===== src/hdl/msq_pkg.sv =====
package msq_pkg;

    // Default parameter values
    localparam int TABLE_DEPTH_DEF  = 64;
    localparam int TICK_FREQ_HZ_DEF = 1000000;

    // Queue depths between the parts of the block
    localparam int CMD_QUEUE_DEPTH = 2;
    localparam int RES_QUEUE_DEPTH = 2;

    // Input mode codes
    localparam logic [1:0] MODE_WRITE = 2'd0;
    localparam logic [1:0] MODE_START = 2'd1;
    localparam logic [1:0] MODE_TICK  = 2'd2;

    // Tone programming constants
    localparam logic [15:0] FULL_DRIVE_FREQ   = 16'hFFFF;
    localparam logic [19:0] FULL_DRIVE_RELOAD = 20'd199;
    localparam logic [19:0] RELOAD_MAX        = 20'hFFFFF;

    // floor(x/5) == (x * DIV5_MUL) >> DIV5_SHIFT for any 20-bit x
    localparam logic [19:0] DIV5_MUL   = 20'hCCCCD;
    localparam int          DIV5_SHIFT = 22;

    // One input transaction
    typedef struct packed {
        logic [1:0]  mode;
        logic [5:0]  entry_index;
        logic [15:0] tone_freq;
        logic [15:0] tone_duration;
    } t_item;

    // One result transaction
    typedef struct packed {
        logic [19:0] pwm_reload;
        logic [19:0] pwm_compare;
        logic        playing;
        logic [5:0]  current_index;
    } t_result;

    // Classified operation handed from front to back
    typedef enum logic [1:0] {
        OP_NOP,
        OP_WRITE,
        OP_START,
        OP_TICK
    } t_op;

    typedef struct packed {
        t_op         op;
        logic [5:0]  entry_index;
        logic [15:0] tone_freq;
        logic [15:0] tone_duration;
    } t_cmd;

    // Back-end sequencer states
    typedef enum logic [2:0] {
        S_IDLE,
        S_DECODE,
        S_LOAD,
        S_DIV,
        S_SCALE,
        S_DUTY,
        S_EMIT
    } t_state;

endpackage


===== src/hdl/melody_tone_sequencer_unit.sv =====
// Melody tone sequencer: drives the reload and compare of a PWM tone generator
// from a table of (frequency, duration) entries.
// Input channel: queue-style push/full carrying i_item. Mode 0 writes a table
// entry, mode 1 starts playback at an entry (ignored while enable is 0),
// mode 2 is one timer tick. Every input transaction yields exactly one result.
// Result channel: queue-style empty/pop; o_result shows reload, compare,
// playing flag and current entry after that transaction's update.
// Configuration: i_cfg_we/i_cfg_wdata write the enable bit; write it only
// while the block has no transaction in flight.
// Path from the accepting edge to empty going low: the command queue, then
// S_IDLE, S_DECODE, S_EMIT and the result queue for a table write, a tick that
// stays on its tone or a no-op; a new entry adds S_LOAD (one table read); a
// tone that needs a reload adds the bit-serial divider (a load step, then one
// quotient bit per cycle, clog2(TICK_FREQ_HZ+1) bits, 20 at 1 MHz) and S_SCALE
// and S_DUTY. The back-end sequencer works one transaction at a time.
// A two-entry queue sits in front of the sequencer and another behind it; when
// pop is held low, results collect there, then the sequencer and in turn the
// input side stall (full rises). Nothing is dropped.
// Reset: enable 0, not playing, entry 0, reload 199, compare 0, queues empty.
// Table entries hold no reset value and must be written before use.
module melody_tone_sequencer_unit #(
    parameter int TABLE_DEPTH  = msq_pkg::TABLE_DEPTH_DEF,
    parameter int TICK_FREQ_HZ = msq_pkg::TICK_FREQ_HZ_DEF
) (
    input  logic             i_clk,
    input  logic             i_rst_n,
    input  logic             push,
    output logic             full,
    input  msq_pkg::t_item   i_item,
    output logic             empty,
    input  logic             pop,
    output msq_pkg::t_result o_result,
    input  logic             i_cfg_we,
    input  logic             i_cfg_wdata
);

    import msq_pkg::*;

    localparam int PW = $clog2(TABLE_DEPTH);
    localparam int DW = $clog2(TICK_FREQ_HZ + 1);
    localparam int CMD_W = $bits(t_cmd);
    localparam int RES_W = $bits(t_result);

    t_cmd             front_cmd;
    logic             cmd_push;
    logic             cmd_full;
    logic             cmd_empty;
    logic             cmd_pop;
    logic [CMD_W-1:0] cmd_rdata;
    t_cmd             cmd_head;

    logic             ram_we;
    logic [PW-1:0]    ram_waddr;
    logic [31:0]      ram_wdata;
    logic [PW-1:0]    ram_raddr;
    logic [31:0]      ram_rdata;

    logic             div_start;
    logic [15:0]      div_divisor;
    logic             div_done;
    logic [DW-1:0]    div_quotient;

    t_result          back_res;
    logic             res_push;
    logic             res_full;
    logic [RES_W-1:0] res_rdata;

    assign full     = cmd_full;
    assign cmd_head = t_cmd'(cmd_rdata);
    assign o_result = t_result'(res_rdata);

    // Front: enable register and transaction classification
    msq_front u_front (
        .i_clk       (i_clk),
        .i_rst_n     (i_rst_n),
        .i_push      (push),
        .i_item      (i_item),
        .i_cfg_we    (i_cfg_we),
        .i_cfg_wdata (i_cfg_wdata),
        .i_q_full    (cmd_full),
        .o_q_push    (cmd_push),
        .o_cmd       (front_cmd)
    );

    // Command queue between front and back
    msq_fifo #(
        .WIDTH (CMD_W),
        .DEPTH (CMD_QUEUE_DEPTH)
    ) u_cmd_q (
        .i_clk   (i_clk),
        .i_rst_n (i_rst_n),
        .i_push  (cmd_push),
        .i_wdata (front_cmd),
        .i_pop   (cmd_pop),
        .o_rdata (cmd_rdata),
        .o_full  (cmd_full),
        .o_empty (cmd_empty)
    );

    // Tone table
    msq_ram #(
        .WIDTH (32),
        .DEPTH (TABLE_DEPTH)
    ) u_table (
        .i_clk   (i_clk),
        .i_we    (ram_we),
        .i_waddr (ram_waddr),
        .i_wdata (ram_wdata),
        .i_raddr (ram_raddr),
        .o_rdata (ram_rdata)
    );

    // Period divider
    msq_div #(
        .DIVIDEND (TICK_FREQ_HZ),
        .DW       (DW)
    ) u_div (
        .i_clk      (i_clk),
        .i_rst_n    (i_rst_n),
        .i_start    (div_start),
        .i_divisor  (div_divisor),
        .o_done     (div_done),
        .o_quotient (div_quotient)
    );

    // Back: playback sequencer
    msq_back #(
        .TABLE_DEPTH (TABLE_DEPTH),
        .DW          (DW)
    ) u_back (
        .i_clk          (i_clk),
        .i_rst_n        (i_rst_n),
        .i_cmd          (cmd_head),
        .i_cmd_empty    (cmd_empty),
        .o_cmd_pop      (cmd_pop),
        .o_ram_we       (ram_we),
        .o_ram_waddr    (ram_waddr),
        .o_ram_wdata    (ram_wdata),
        .o_ram_raddr    (ram_raddr),
        .i_ram_rdata    (ram_rdata),
        .o_div_start    (div_start),
        .o_div_divisor  (div_divisor),
        .i_div_done     (div_done),
        .i_div_quotient (div_quotient),
        .o_res          (back_res),
        .o_res_push     (res_push),
        .i_res_full     (res_full)
    );

    // Result queue
    msq_fifo #(
        .WIDTH (RES_W),
        .DEPTH (RES_QUEUE_DEPTH)
    ) u_res_q (
        .i_clk   (i_clk),
        .i_rst_n (i_rst_n),
        .i_push  (res_push),
        .i_wdata (back_res),
        .i_pop   (pop),
        .o_rdata (res_rdata),
        .o_full  (res_full),
        .o_empty (empty)
    );

endmodule


===== src/hdl/msq_ram.sv =====
module msq_ram #(
    parameter int WIDTH = 32,
    parameter int DEPTH = 64,
    localparam int AW = (DEPTH > 1) ? $clog2(DEPTH) : 1
) (
    input  logic             i_clk,
    input  logic             i_we,
    input  logic [AW-1:0]    i_waddr,
    input  logic [WIDTH-1:0] i_wdata,
    input  logic [AW-1:0]    i_raddr,
    output logic [WIDTH-1:0] o_rdata
);

    logic [WIDTH-1:0] r_mem [DEPTH];
    logic [WIDTH-1:0] r_rdata;

    // Single write port, registered read port
    always_ff @(posedge i_clk) begin
        if (i_we) begin
            r_mem[i_waddr] <= i_wdata;
        end
        r_rdata <= r_mem[i_raddr];
    end

    assign o_rdata = r_rdata;

endmodule


===== src/hdl/msq_fifo.sv =====
module msq_fifo #(
    parameter int WIDTH = 8,
    parameter int DEPTH = 2,
    localparam int PW = (DEPTH > 1) ? $clog2(DEPTH) : 1,
    localparam int CW = $clog2(DEPTH + 1)
) (
    input  logic             i_clk,
    input  logic             i_rst_n,
    input  logic             i_push,
    input  logic [WIDTH-1:0] i_wdata,
    input  logic             i_pop,
    output logic [WIDTH-1:0] o_rdata,
    output logic             o_full,
    output logic             o_empty
);

    logic [WIDTH-1:0] r_mem [DEPTH];
    logic [PW-1:0]    r_wp, n_wp;
    logic [PW-1:0]    r_rp, n_rp;
    logic [CW-1:0]    r_cnt, n_cnt;
    logic             do_push;
    logic             do_pop;

    assign o_full  = (r_cnt == CW'(DEPTH));
    assign o_empty = (r_cnt == '0);
    assign do_push = i_push && !o_full;
    assign do_pop  = i_pop && !o_empty;
    assign o_rdata = r_mem[r_rp];

    // Pointer and fill-count update
    always_comb begin
        n_wp  = r_wp;
        n_rp  = r_rp;
        n_cnt = r_cnt;
        if (do_push) begin
            n_wp = (r_wp == PW'(DEPTH - 1)) ? '0 : r_wp + PW'(1);
        end
        if (do_pop) begin
            n_rp = (r_rp == PW'(DEPTH - 1)) ? '0 : r_rp + PW'(1);
        end
        if (do_push && !do_pop) begin
            n_cnt = r_cnt + CW'(1);
        end else if (do_pop && !do_push) begin
            n_cnt = r_cnt - CW'(1);
        end
    end

    always_ff @(posedge i_clk) begin
        if (!i_rst_n) begin
            r_wp  <= '0;
            r_rp  <= '0;
            r_cnt <= '0;
        end else begin
            r_wp  <= n_wp;
            r_rp  <= n_rp;
            r_cnt <= n_cnt;
        end
    end

    // Storage
    always_ff @(posedge i_clk) begin
        if (do_push) begin
            r_mem[r_wp] <= i_wdata;
        end
    end

endmodule


===== src/hdl/msq_div.sv =====
module msq_div #(
    parameter int DIVIDEND = 1000000,
    parameter int DW = 20,
    localparam int CW = $clog2(DW + 1)
) (
    input  logic          i_clk,
    input  logic          i_rst_n,
    input  logic          i_start,
    input  logic [15:0]   i_divisor,
    output logic          o_done,
    output logic [DW-1:0] o_quotient
);

    logic          r_busy;
    logic          r_done;
    logic [CW-1:0] r_cnt;
    logic [DW-1:0] r_quo;
    logic [15:0]   r_rem;
    logic [15:0]   r_dvs;
    logic [16:0]   rem_sh;
    logic [16:0]   rem_sub;
    logic          q_bit;

    // One restoring step: bring down the next dividend bit, try a subtract
    assign rem_sh  = {r_rem, r_quo[DW-1]};
    assign rem_sub = rem_sh - {1'b0, r_dvs};
    assign q_bit   = (rem_sh >= {1'b0, r_dvs});

    // Control
    always_ff @(posedge i_clk) begin
        if (!i_rst_n) begin
            r_busy <= 1'b0;
            r_done <= 1'b0;
            r_cnt  <= '0;
        end else begin
            r_done <= 1'b0;
            if (i_start) begin
                r_busy <= 1'b1;
                r_cnt  <= '0;
            end else if (r_busy) begin
                r_cnt <= r_cnt + CW'(1);
                if (r_cnt == CW'(DW - 1)) begin
                    r_busy <= 1'b0;
                    r_done <= 1'b1;
                end
            end
        end
    end

    // Datapath: r_quo shifts dividend bits out and quotient bits in
    always_ff @(posedge i_clk) begin
        if (i_start) begin
            r_quo <= DW'(DIVIDEND);
            r_rem <= '0;
            r_dvs <= i_divisor;
        end else if (r_busy) begin
            r_quo <= {r_quo[DW-2:0], q_bit};
            r_rem <= q_bit ? rem_sub[15:0] : rem_sh[15:0];
        end
    end

    assign o_done     = r_done;
    assign o_quotient = r_quo;

endmodule


===== src/hdl/msq_front.sv =====
module msq_front (
    input  logic           i_clk,
    input  logic           i_rst_n,
    input  logic           i_push,
    input  msq_pkg::t_item i_item,
    input  logic           i_cfg_we,
    input  logic           i_cfg_wdata,
    input  logic           i_q_full,
    output logic           o_q_push,
    output msq_pkg::t_cmd  o_cmd
);

    import msq_pkg::*;

    logic r_enable;

    // Enable register
    always_ff @(posedge i_clk) begin
        if (!i_rst_n) begin
            r_enable <= 1'b0;
        end else if (i_cfg_we) begin
            r_enable <= i_cfg_wdata;
        end
    end

    // Classify the transaction; a start while disabled becomes a no-op
    always_comb begin
        o_cmd.entry_index   = i_item.entry_index;
        o_cmd.tone_freq     = i_item.tone_freq;
        o_cmd.tone_duration = i_item.tone_duration;
        unique case (i_item.mode)
            MODE_WRITE: o_cmd.op = OP_WRITE;
            MODE_START: o_cmd.op = r_enable ? OP_START : OP_NOP;
            MODE_TICK:  o_cmd.op = OP_TICK;
            default:    o_cmd.op = OP_NOP;
        endcase
    end

    assign o_q_push = i_push && !i_q_full;

endmodule


===== src/hdl/msq_back.sv =====
module msq_back #(
    parameter int TABLE_DEPTH = 64,
    parameter int DW = 20,
    localparam int PW = $clog2(TABLE_DEPTH)
) (
    input  logic             i_clk,
    input  logic             i_rst_n,
    input  msq_pkg::t_cmd    i_cmd,
    input  logic             i_cmd_empty,
    output logic             o_cmd_pop,
    output logic             o_ram_we,
    output logic [PW-1:0]    o_ram_waddr,
    output logic [31:0]      o_ram_wdata,
    output logic [PW-1:0]    o_ram_raddr,
    input  logic [31:0]      i_ram_rdata,
    output logic             o_div_start,
    output logic [15:0]      o_div_divisor,
    input  logic             i_div_done,
    input  logic [DW-1:0]    i_div_quotient,
    output msq_pkg::t_result o_res,
    output logic             o_res_push,
    input  logic             i_res_full
);

    import msq_pkg::*;

    localparam int RW = (DW > 20) ? DW : 20;

    t_state        r_state, n_state;
    t_cmd          r_cmd, n_cmd;
    logic [PW-1:0] r_play_idx, n_play_idx;
    logic [15:0]   r_ticks, n_ticks;
    logic          r_active, n_active;
    logic [19:0]   r_reload, n_reload;
    logic [19:0]   r_compare, n_compare;
    logic [39:0]   r_prod, n_prod;

    logic [PW-1:0] idx_mod_lut [64];
    logic [PW-1:0] cmd_idx;
    logic [PW-1:0] next_idx;
    logic [15:0]   ticks_dec;
    logic [15:0]   e_freq;
    logic [15:0]   e_dur;
    logic [DW-1:0] period;
    logic [RW-1:0] rel_x;
    logic [19:0]   rel_sat;

    // Entry index reduced modulo the table depth
    for (genvar g = 0; g < 64; g++) begin : g_mod
        assign idx_mod_lut[g] = PW'(g % TABLE_DEPTH);
    end

    assign cmd_idx   = idx_mod_lut[r_cmd.entry_index];
    assign next_idx  = (r_play_idx == PW'(TABLE_DEPTH - 1)) ? '0 : r_play_idx + PW'(1);
    assign ticks_dec = (r_ticks != '0) ? r_ticks - 16'd1 : '0;
    assign e_freq    = i_ram_rdata[31:16];
    assign e_dur     = i_ram_rdata[15:0];

    // Reload from the quotient: max(q,1)-1, saturated to 20 bits
    assign period  = (i_div_quotient == '0) ? DW'(1) : i_div_quotient;
    assign rel_x   = RW'(period) - RW'(1);
    assign rel_sat = (rel_x > RW'(RELOAD_MAX)) ? RELOAD_MAX : rel_x[19:0];

    // Table write and read ports, divider operand
    assign o_ram_waddr = cmd_idx;
    assign o_ram_wdata = {r_cmd.tone_freq, r_cmd.tone_duration};
    assign o_ram_raddr = n_play_idx;
    assign o_div_divisor = e_freq;

    // Result fields come straight from the state registers
    assign o_res.pwm_reload    = r_reload;
    assign o_res.pwm_compare   = r_compare;
    assign o_res.playing       = r_active;
    assign o_res.current_index = 6'(r_play_idx);

    // Sequencer
    always_comb begin
        n_state     = r_state;
        n_cmd       = r_cmd;
        n_play_idx  = r_play_idx;
        n_ticks     = r_ticks;
        n_active    = r_active;
        n_reload    = r_reload;
        n_compare   = r_compare;
        n_prod      = r_prod;
        o_cmd_pop   = 1'b0;
        o_ram_we    = 1'b0;
        o_div_start = 1'b0;
        o_res_push  = 1'b0;
        unique case (r_state)
            S_IDLE: begin
                if (!i_cmd_empty) begin
                    o_cmd_pop = 1'b1;
                    n_cmd     = i_cmd;
                    n_state   = S_DECODE;
                end
            end
            S_DECODE: begin
                n_state = S_EMIT;
                case (r_cmd.op)
                    OP_WRITE: begin
                        o_ram_we = 1'b1;
                    end
                    OP_START: begin
                        n_play_idx = cmd_idx;
                        n_state    = S_LOAD;
                    end
                    OP_TICK: begin
                        if (r_active) begin
                            n_ticks = ticks_dec;
                            if (ticks_dec == '0) begin
                                n_play_idx = next_idx;
                                n_state    = S_LOAD;
                            end
                        end
                    end
                    default: begin
                    end
                endcase
            end
            S_LOAD: begin
                n_state = S_EMIT;
                if (e_freq == '0 && e_dur == '0) begin
                    // terminator: stop, silence the output
                    n_active  = 1'b0;
                    n_ticks   = '0;
                    n_compare = '0;
                end else begin
                    n_active = 1'b1;
                    n_ticks  = e_dur;
                    if (e_freq == '0) begin
                        n_compare = '0;
                    end else if (e_freq == FULL_DRIVE_FREQ) begin
                        n_reload  = FULL_DRIVE_RELOAD;
                        n_compare = FULL_DRIVE_RELOAD;
                    end else begin
                        o_div_start = 1'b1;
                        n_state     = S_DIV;
                    end
                end
            end
            S_DIV: begin
                if (i_div_done) begin
                    n_state = S_SCALE;
                end
            end
            S_SCALE: begin
                n_reload = rel_sat;
                n_prod   = 40'(rel_sat) * 40'(DIV5_MUL);
                n_state  = S_DUTY;
            end
            S_DUTY: begin
                // 20 percent duty: floor(reload/5)
                n_compare = 20'(r_prod[39:DIV5_SHIFT]);
                n_state   = S_EMIT;
            end
            S_EMIT: begin
                if (!i_res_full) begin
                    o_res_push = 1'b1;
                    n_state    = S_IDLE;
                end
            end
            default: begin
                n_state = S_IDLE;
            end
        endcase
    end

    always_ff @(posedge i_clk) begin
        if (!i_rst_n) begin
            r_state    <= S_IDLE;
            r_play_idx <= '0;
            r_ticks    <= '0;
            r_active   <= 1'b0;
            r_reload   <= FULL_DRIVE_RELOAD;
            r_compare  <= '0;
        end else begin
            r_state    <= n_state;
            r_play_idx <= n_play_idx;
            r_ticks    <= n_ticks;
            r_active   <= n_active;
            r_reload   <= n_reload;
            r_compare  <= n_compare;
        end
    end

    // Payload registers
    always_ff @(posedge i_clk) begin
        r_cmd  <= n_cmd;
        r_prod <= n_prod;
    end

endmodule

===== config.mk =====
export PLATFORM = sky130hd
export DESIGN_NAME = melody_tone_sequencer_unit
export DESIGN_NICKNAME = d
export VERILOG_FILES = /design/src/hdl/msq_pkg.sv /design/src/hdl/melody_tone_sequencer_unit.sv /design/src/hdl/msq_ram.sv /design/src/hdl/msq_fifo.sv /design/src/hdl/msq_div.sv /design/src/hdl/msq_front.sv /design/src/hdl/msq_back.sv
export SDC_FILE = /design/constraint.sdc
export NUM_CORES = 2
export LEC_CHECK = 0
export BUFFER_PORTS_ARGS = -buffer_cell sky130_fd_sc_hd__buf_2
export CORE_ASPECT_RATIO = 1.1
export CORE_MARGIN = 2
export CORE_UTILIZATION = 32
export DETAILED_ROUTE_END_ITERATION = 10
export PLACE_DENSITY_LB_ADDON = 0.2
export REMOVE_ABC_BUFFERS = 1
export SLEW_MARGIN = 10
export SYNTH_ARGS = -nofsm -noshare
export SYNTH_HDL_FRONTEND = slang
export SYNTH_SLANG_ARGS = --single-unit

===== constraint.sdc =====
create_clock -name i_clk -period 11.2 [get_ports i_clk]
set_clock_uncertainty 0.1 [all_clocks]
set_input_delay 2.24 -clock i_clk [delete_from_list [all_inputs] [get_ports i_clk]]
set_output_delay 2.24 -clock i_clk [all_outputs]
set_load 0.05 [all_outputs]

# After elaboration in Yosys (flattened, before gate mapping)
# Memories as Yosys holds them, arrays and structs flattened. A register that Yosys moved wholly into a read port is not among the register bits.
# Cells that the tools add are included.
[word_totals]
inputBits = 46
ramBits = 2222
reg_bits = 174
mem_count = 4
elab_cells = 174
mem_bits_ro = 384
out_inout_bits = 49
[memory_table]
columns = ["memory", "words", "width", "read_ports", "rd_ports_with_merged_regs", "wr", "line", "text"]
rows = [
  ["u_table.r_mem", 64, 32, 1, 1, 1, "msq_ram.sv:14", "logic [WIDTH-1:0] r_mem [DEPTH];"],
  ["(no name shown)", 64, 6, 1, 0, 0, "msq_back.sv:53", "assign cmd_idx = idx_mod_lut[r_cmd.entry_index];"],
  ["u_res_q.r_mem", 2, 47, 1, 1, 1, "msq_fifo.sv:17", "logic [WIDTH-1:0] r_mem [DEPTH];"],
  ["u_cmd_q.r_mem", 2, 40, 1, 1, 1, "msq_fifo.sv:17", ""],
]
[classes]
order_cmp = 3
n_addsub = 13
n_mul = 1
n_reduce_logical = 39
bitwise = 4
muxes = 65
n_eq_ne = 25
[op_table]
columns = ["op", "n"]
rows = [
  ["$mux W20", 7],
  ["$mux W16", 5],
  ["$pmux W20 S2", 2],
  ["$logic_not A16 Y1", 3],
  ["$mul A20 B20 Y40 const B", 1],
  ["$mux W6", 6],
  ["$pmux W16 S2", 1],
  ["$mux W1", 27],
  ["$mux W3", 8],
  ["$pmux W3 S7", 1],
  ["$gt A20 B20 Y1 const B", 1],
  ["$logic_not A20 Y1", 1],
  ["$sub A20 B1 Y20 const B", 1],
  ["$ge A17 B16 Y1", 1],
  ["$eq A16 B16 Y1 const B", 1],
  ["$reduce_bool A16 Y1", 1],
  ["$sub A16 B1 Y16 const B", 1],
  ["$sub A16 B16 Y16", 1],
  ["$pmux W6 S2", 1],
  ["$eq A2 B2 Y1 const B", 5],
  ["$logic_and A1 B1 Y1", 10],
  ["$mux W2", 5],
  ["$ne A2 B2 Y1 const B", 5],
  ["$reduce_bool A2 Y1", 5],
  ["26 further kinds", 50],
]

# Depth between registers and ports, before layout
[depth]
ltp_word = 8
ltp_mapped = 35
ltp_nobuf = 35

# Cells and area by module
# A second synthesis with hierarchy kept.
[unflattened]
hier_cells = 5302
area_unflattened_um2 = 101583.7
[by_module_without_submodules]
columns = ["module", "seq_area_each_um2", "area_each_um2", "n_inst", "cells_per_inst"]
rows = [
  ["msq_ram", 62139.6, 78515.3, 1, 3324],
  ["msq_back", 3022.9, 12892.4, 1, 1293],
  ["msq_fifo at u_res_q", 2922.8, 3629.7, 1, 171],
  ["msq_fifo at u_cmd_q", 2502.4, 3106.7, 1, 149],
  ["msq_div", 1341.3, 3094.2, 1, 320],
  ["msq_front", 20.0, 345.3, 1, 45],
]

# Worst setup path after synthesis
# No wires, ideal clock.
[synth_path]
path_kind = "register to register"
from = "register u_div.r_quo[13] (netlist: u_div.o_quotient[13])"
to = "register u_back.r_prod[38], data pin"
path_buffers = 0
path_slack_ns = 2.522
setup_ns = 0.180
path_stages_with_launch = 31
t_required_ns = 10.920
synth_period_minus_slack_ns = 8.678
arrival_time_ns = 8.398
cell_sequence = "dfxtp_1 -> or2_2 -> nor4_1 -> a21oi_1 -> ha_1 -> or3b_2 -> or3_1 -> or3_1 -> nor3_1 -> nand2b_1 -> nor3_1 -> xor2_1 -> ha_1 -> fa_1 -> ha_1 -> fa_1 -> fa_1 -> fa_1 -> fa_1 -> ha_1 -> nand2_1 -> or4_1 -> o211ai_1 -> o221ai_1 -> o21ai_1 -> nand3_1 -> a31oi_1 -> o21a_1 -> o21a_1 -> o21ai_0 -> a221oi_1"
[synth_between]
elab_chain_len = 6
[synth_lines]
columns = ["item", "line", "text"]
rows = [
  ["from (decl)", "msq_div.sv:17", "logic [DW-1:0] r_quo;"],
  ["from (signal assigned)", "msq_div.sv:53", "r_quo <= DW'(DIVIDEND);"],
  ["from (signal assigned)", "msq_div.sv:57", "r_quo <= {r_quo[DW-2:0], q_bit};"],
  ["$logic_not A20 Y1", "msq_back.sv:60", "assign period = (i_div_quotient == '0) ? DW'(1) : i_div_quotient;"],
  ["$mux W20 *", "msq_back.sv:60", ""],
  ["$sub A20 B1 Y20 *", "msq_back.sv:61", "assign rel_x = RW'(period) - RW'(1);"],
  ["$gt A20 B20 Y1", "msq_back.sv:62", "assign rel_sat = (rel_x > RW'(RELOAD_MAX)) ? RELOAD_MAX : rel_x[19:0];"],
  ["$mux W20 *", "msq_back.sv:62", ""],
  ["$mul A20 B20 Y40 *", "msq_back.sv:149", "n_prod = 40'(rel_sat) * 40'(DIV5_MUL);"],
  ["to (signal assigned)", "msq_back.sv:190", "r_prod <= n_prod;"],
  ["to (decl)", "msq_back.sv:36", "logic [39:0] r_prod, n_prod;"],
]
# Mark *: on every way between the ends. The rest lies on a longest branch, timed or not.
# A chain may end at the register's enable or synchronous reset.

# Worst setup path in the final report
[layout_path]
from = "register u_div.r_quo[13] (netlist: u_div.o_quotient[13])"
to = "register u_back.r_prod[28], data pin"
# The elaborated chain is that of the path after synthesis.

==> flow_summary.html <==
<table>
<tr><th>Metric</th><th>Value</th></tr>
<tr><th colspan="2">Die</th></tr>
<tr><td>Area of the core region</td><td>318,000 µm²</td></tr>
<tr><td>Count of pins on the block boundary</td><td>95</td></tr>
<tr><td>X dimension of the die</td><td>544 µm</td></tr>
<tr><td>Standard-cell rows</td><td>217</td></tr>
<tr><td>Initial cell density of the core</td><td>0.322</td></tr>
<tr><td>Die Area</td><td>325,000 µm²</td></tr>
<tr><td>Die Height</td><td>598 µm</td></tr>
<tr><th colspan="2">Layout</th></tr>
<tr><td>Layout Nets</td><td>7,974</td></tr>
<tr><td>Final cell area excluding filler cells</td><td>118,000 µm²</td></tr>
<tr><td>Proportion of layout cells with a drive suffix above 1</td><td>0.117</td></tr>
<tr><td>Layout Area Growth over Synthesis</td><td>14.9%</td></tr>
<tr><td>Most frequent standard cell in the layout excluding fill and tap cells</td><td>sky130_fd_sc_hd__edfxtp_1</td></tr>
<tr><td>Commonest cells after routing, fill and taps aside</td><td>sky130_fd_sc_hd__edfxtp_1 (2,292), sky130_fd_sc_hd__nand2_1 (1,363), sky130_fd_sc_hd__nand3_1 (355), sky130_fd_sc_hd__clkbuf_16 (278), sky130_fd_sc_hd__a31oi_1 (274)</td></tr>
<tr><th colspan="2">Hold path</th></tr>
<tr><td>Class of the worst hold path</td><td>reg -&gt; reg</td></tr>
<tr><td>Worst Hold Path EP</td><td>u_res_q.r_mem[1][19]$_DFFE_PP_</td></tr>
<tr><td>Hold path startpoint</td><td>u_back.r_compare[12]$_SDFFE_PN0P_</td></tr>
<tr><td>Hold depth</td><td>0</td></tr>
<tr><th colspan="2">Status</th></tr>
<tr><td>Run status</td><td>finished clean</td></tr>
<tr><th colspan="2">Clocking</th></tr>
<tr><td>Max Buffers Root-to-Sink</td><td>4</td></tr>
<tr><td>CTS-repair resized insts</td><td>0</td></tr>
<tr><td>Number of setup buffers added after CTS</td><td>0</td></tr>
<tr><td>Depth of the CTS H-tree</td><td>5</td></tr>
<tr><td>CTS Sinks</td><td>2,441</td></tr>
<tr><td>Clock-pin slew on the worst setup and hold paths</td><td>0.06 ns</td></tr>
<tr><td>Number of hold-repair buffers added at the cts stage</td><td>0</td></tr>
<tr><td>Cell at the root of the clock tree</td><td>sky130_fd_sc_hd__clkbuf_16</td></tr>
<tr><td>CTS tree</td><td>done</td></tr>
<tr><td>Number of buffers created by CTS</td><td>277</td></tr>
<tr><td>Clock latency of the later-clocked register in the worst-skew pair</td><td>0.90 ns</td></tr>
<tr><th colspan="2">Logic synthesis</th></tr>
<tr><td>EDFF count, synth</td><td>2,292</td></tr>
<tr><td>Register bit total from synthesis</td><td>2,441</td></tr>
<tr><td>Share of synthesized flip-flops with an asynchronous set or reset</td><td>0</td></tr>
<tr><td>Post-Synthesis Cells</td><td>7,430</td></tr>
<tr><td>Synth unique cells</td><td>83</td></tr>
<tr><td>Warnings from Yosys</td><td>0</td></tr>
<tr><td>Share of synthesized area occupied by flip-flops and latches</td><td>0.701</td></tr>
<tr><td>Area of the mapped netlist</td><td>102,000 µm²</td></tr>
<tr><td>Avg Inst Size Synth</td><td>13.8 µm²</td></tr>
<tr><td>Dominant synthesized flop cell</td><td>sky130_fd_sc_hd__edfxtp_1</td></tr>
<tr><th colspan="2">Setup path</th></tr>
<tr><td>Cell mode on critical path</td><td>sky130_fd_sc_hd__fa_1</td></tr>
<tr><td>Reg-to-Reg Start</td><td>u_div.o_quotient[13]$_SDFFE_PP0P_</td></tr>
<tr><td>Required time at the worst-slack endpoint</td><td>11.75 ns</td></tr>
<tr><td>Element type at the critical path start</td><td>flip-flop</td></tr>
<tr><td>Maximum net fanout on the critical path</td><td>7</td></tr>
<tr><td>Setup slack of the worst register-to-register path</td><td>1.54 ns</td></tr>
<tr><td>Endpoint of the most critical register-to-register path</td><td>u_back.r_prod[28]$_DFFE_PP_</td></tr>
<tr><td>Crit path capture type</td><td>flip-flop</td></tr>
<tr><td>Cell with the biggest individual delay on the critical path</td><td>sky130_fd_sc_hd__fa_1</td></tr>
<tr><td>Category of the critical setup timing path</td><td>reg -&gt; reg</td></tr>
<tr><td>Number of cells traversed by the worst register-to-register path</td><td>32</td></tr>
<tr><td>Peak per-stage delay on the critical path</td><td>0.55 ns</td></tr>
<tr><td>Signal arrival time at the worst endpoint</td><td>10.21 ns</td></tr>
<tr><th colspan="2">Global route</th></tr>
<tr><td>Overall routing resource usage</td><td>0.192</td></tr>
<tr><td>Global-route wire length before repair</td><td>455 mm</td></tr>
<tr><td>Maximum number of pins on one net before global-route repair</td><td>156</td></tr>
<tr><td>Initial antenna violation count</td><td>34</td></tr>
<tr><td>Final global-route overflow total</td><td>0</td></tr>
<tr><td>Number of global-route vias before repair</td><td>62,164</td></tr>
<tr><th colspan="2">Placement</th></tr>
<tr><td>Routability congestion estimate</td><td>0.849</td></tr>
<tr><td>Port Buf Inserts</td><td>92</td></tr>
<tr><td>Instance area at placement</td><td>109,000 µm²</td></tr>
<tr><td>Pre-CTS setup slack</td><td>1.47 ns</td></tr>
<tr><td>DPL Wire Length</td><td>179 mm</td></tr>
<tr><th colspan="2">Drt</th></tr>
<tr><td>DRC marker count from the first detailed-route iteration</td><td>6,625</td></tr>
<tr><td>Final antenna-violating net count</td><td>0</td></tr>
<tr><td>Via density per instance</td><td>5.24</td></tr>
<tr><td>Total vias in the final route</td><td>63,303</td></tr>
<tr><td>Final WL</td><td>319 mm</td></tr>
<tr><td>Wire per inst</td><td>26.4 µm</td></tr>
<tr><td>DRC violations left</td><td>0</td></tr>
<tr><td>Drt first pass iters</td><td>5</td></tr>
<tr><th colspan="2">Timing</th></tr>
<tr><td>Post-route fraction of the period consumed by the critical path</td><td>0.862</td></tr>
<tr><td>Hold violation total from the final report</td><td>0</td></tr>
<tr><td>RSZ-0062 raised after global routing</td><td>no</td></tr>
<tr><td>Number of slew-limit violations in the final report</td><td>0</td></tr>
<tr><td>Fin crit period</td><td>9.66 ns</td></tr>
<tr><td>Actual transition at the worst max-transition pin</td><td>1.30 ns</td></tr>
<tr><td>Achievable Freq</td><td>0.104 GHz</td></tr>
<tr><td>Worst-case setup margin in the final layout</td><td>1.54 ns</td></tr>
<tr><td>Worst slew margin relative to its limit</td><td>0.124</td></tr>
<tr><td>Number of failing setup endpoints in the final timing report</td><td>0</td></tr>
<tr><th colspan="2">Job</th></tr>
<tr><td>Number of violations of the max-capacitance limit</td><td>0</td></tr>
</table>
## registers in the layout, indices dropped and copies added, names as in the netlist, 8 cells and up, named ones only
register / flops
u_table.r_mem: 2048
u_res_q.r_mem: 90
u_cmd_q.r_mem: 80
u_back.o_ram_wdata: 32
u_table.o_rdata: 32
u_back.r_reload: 20
u_div.o_quotient: 20
u_back.r_compare: 18
u_back.r_prod: 18
u_back.r_ticks: 16
u_div.r_dvs: 16
u_div.r_rem: 16
u_back.r_cmd: 8
## routing by layer
metal | track usage | vias up | wire length (µm)
met5 | 0 | - | 63
met4 | 0.0540 | 8 | 8500
met3 | 0.0296 | 372 | 20700
met2 | 0.315 | 2102 | 151000
met1 | 0.264 | 32509 | 139000
li1 | - | 28312 | -
## through the flow
stage / util / setup TNS [ns] / cells / hold WS, ns
2_1_floorplan: - / -244.90 / 6978 / 0.325
3_3_place_gp: 0.342 / 0 / 11558 / 0.340
3_5_place_dp: 0.342 / 0 / 11558 / 0.344
4_1_cts: 0.370 / 0 / 12046 / 0.336
5_1_grt: 0.370 / 0 / 12067 / 0.353
6_report: 0.370 / 0 / 12084 / 0.339
## cell families (layout without fill, tap and decap cells)
kind of cell,count (synthesis),count (layout),synth area share
simple gates,2444,2444,0.107
flops,2441,2441,0.701
compound gates,1209,1209,0.0801
buf+inv,654,999,0.0270
fa+ha+maj,361,361,0.0542
mux,259,259,0.0264
xor+xnor,61,61,0.00521
other cells,1,40,0.0000366
## final cells by class
cell class | count | area (µm²)
Fill cell | 30333 | 200000
Clock inverter | 132 | 1430
Tap cell | 4270 | 5340
Multi-Input combinational cell | 4336 | 28700
Timing Repair Buffer | 310 | 2220
Sequential cell | 2441 | 71800
Clock buffer | 356 | 7400
Antenna cell | 38 | 95.1
Inverter | 201 | 754
## cell usage after synthesis, drive strengths merged, types with 39 or more instances
cell	instances	area, µm²
nor4	39	280
mux2i	172	1720
dfxtp	149	2980
nand3	357	1790
a21oi	226	1130
ha	223	2790
o22ai	87	544
a22oi	64	480
edfxtp	2292	68800
buf	252	1250
clkbuf	201	754
nand2	1368	5140
a211oi	227	1700
mux2	87	980
inv	200	751
o21ai	66	334
a221oi	105	920
fa	138	2760
and3	272	1700
nor2	233	877
a31oi	275	1730
## how the worst max path moves through the flow
stage,start,to,slack [ns],depth (start not counted)
2_1_floorplan,u_back.r_ticks[0]$_SDFFE_PN0P_,u_table.o_rdata[20]$_DFF_P_,-7.79,14
3_3_place_gp,u_div.o_quotient[15]$_SDFFE_PP0P_,u_back.r_prod[39]$_DFFE_PP_,1.47,32
3_5_place_dp,u_div.o_quotient[15]$_SDFFE_PP0P_,u_back.r_prod[28]$_DFFE_PP_,1.47,32
4_1_cts,u_div.o_quotient[15]$_SDFFE_PP0P_,u_back.r_prod[28]$_DFFE_PP_,1.45,32
5_1_grt,u_div.o_quotient[13]$_SDFFE_PP0P_,u_back.r_prod[39]$_DFFE_PP_,0.88,32
6_report,u_div.o_quotient[13]$_SDFFE_PP0P_,u_back.r_prod[28]$_DFFE_PP_,1.54,32
## critical path, delay by kind of cell, from the launching register on
family | cells | cell delay, ns
AOI/OAI and AO/OA | 10 | 2.05
adders and majority gates | 9 | 3.89
buffers and inverters | 3 | 0.35
DFF | 1 | 0.39
and+or+nand+nor | 8 | 2.19
xor gates and xnor gates | 2 | 0.44
Power is left out: the tool's default activity adds up to more than one toggle a clock period on the data nets, which glitch-free logic cannot reach.
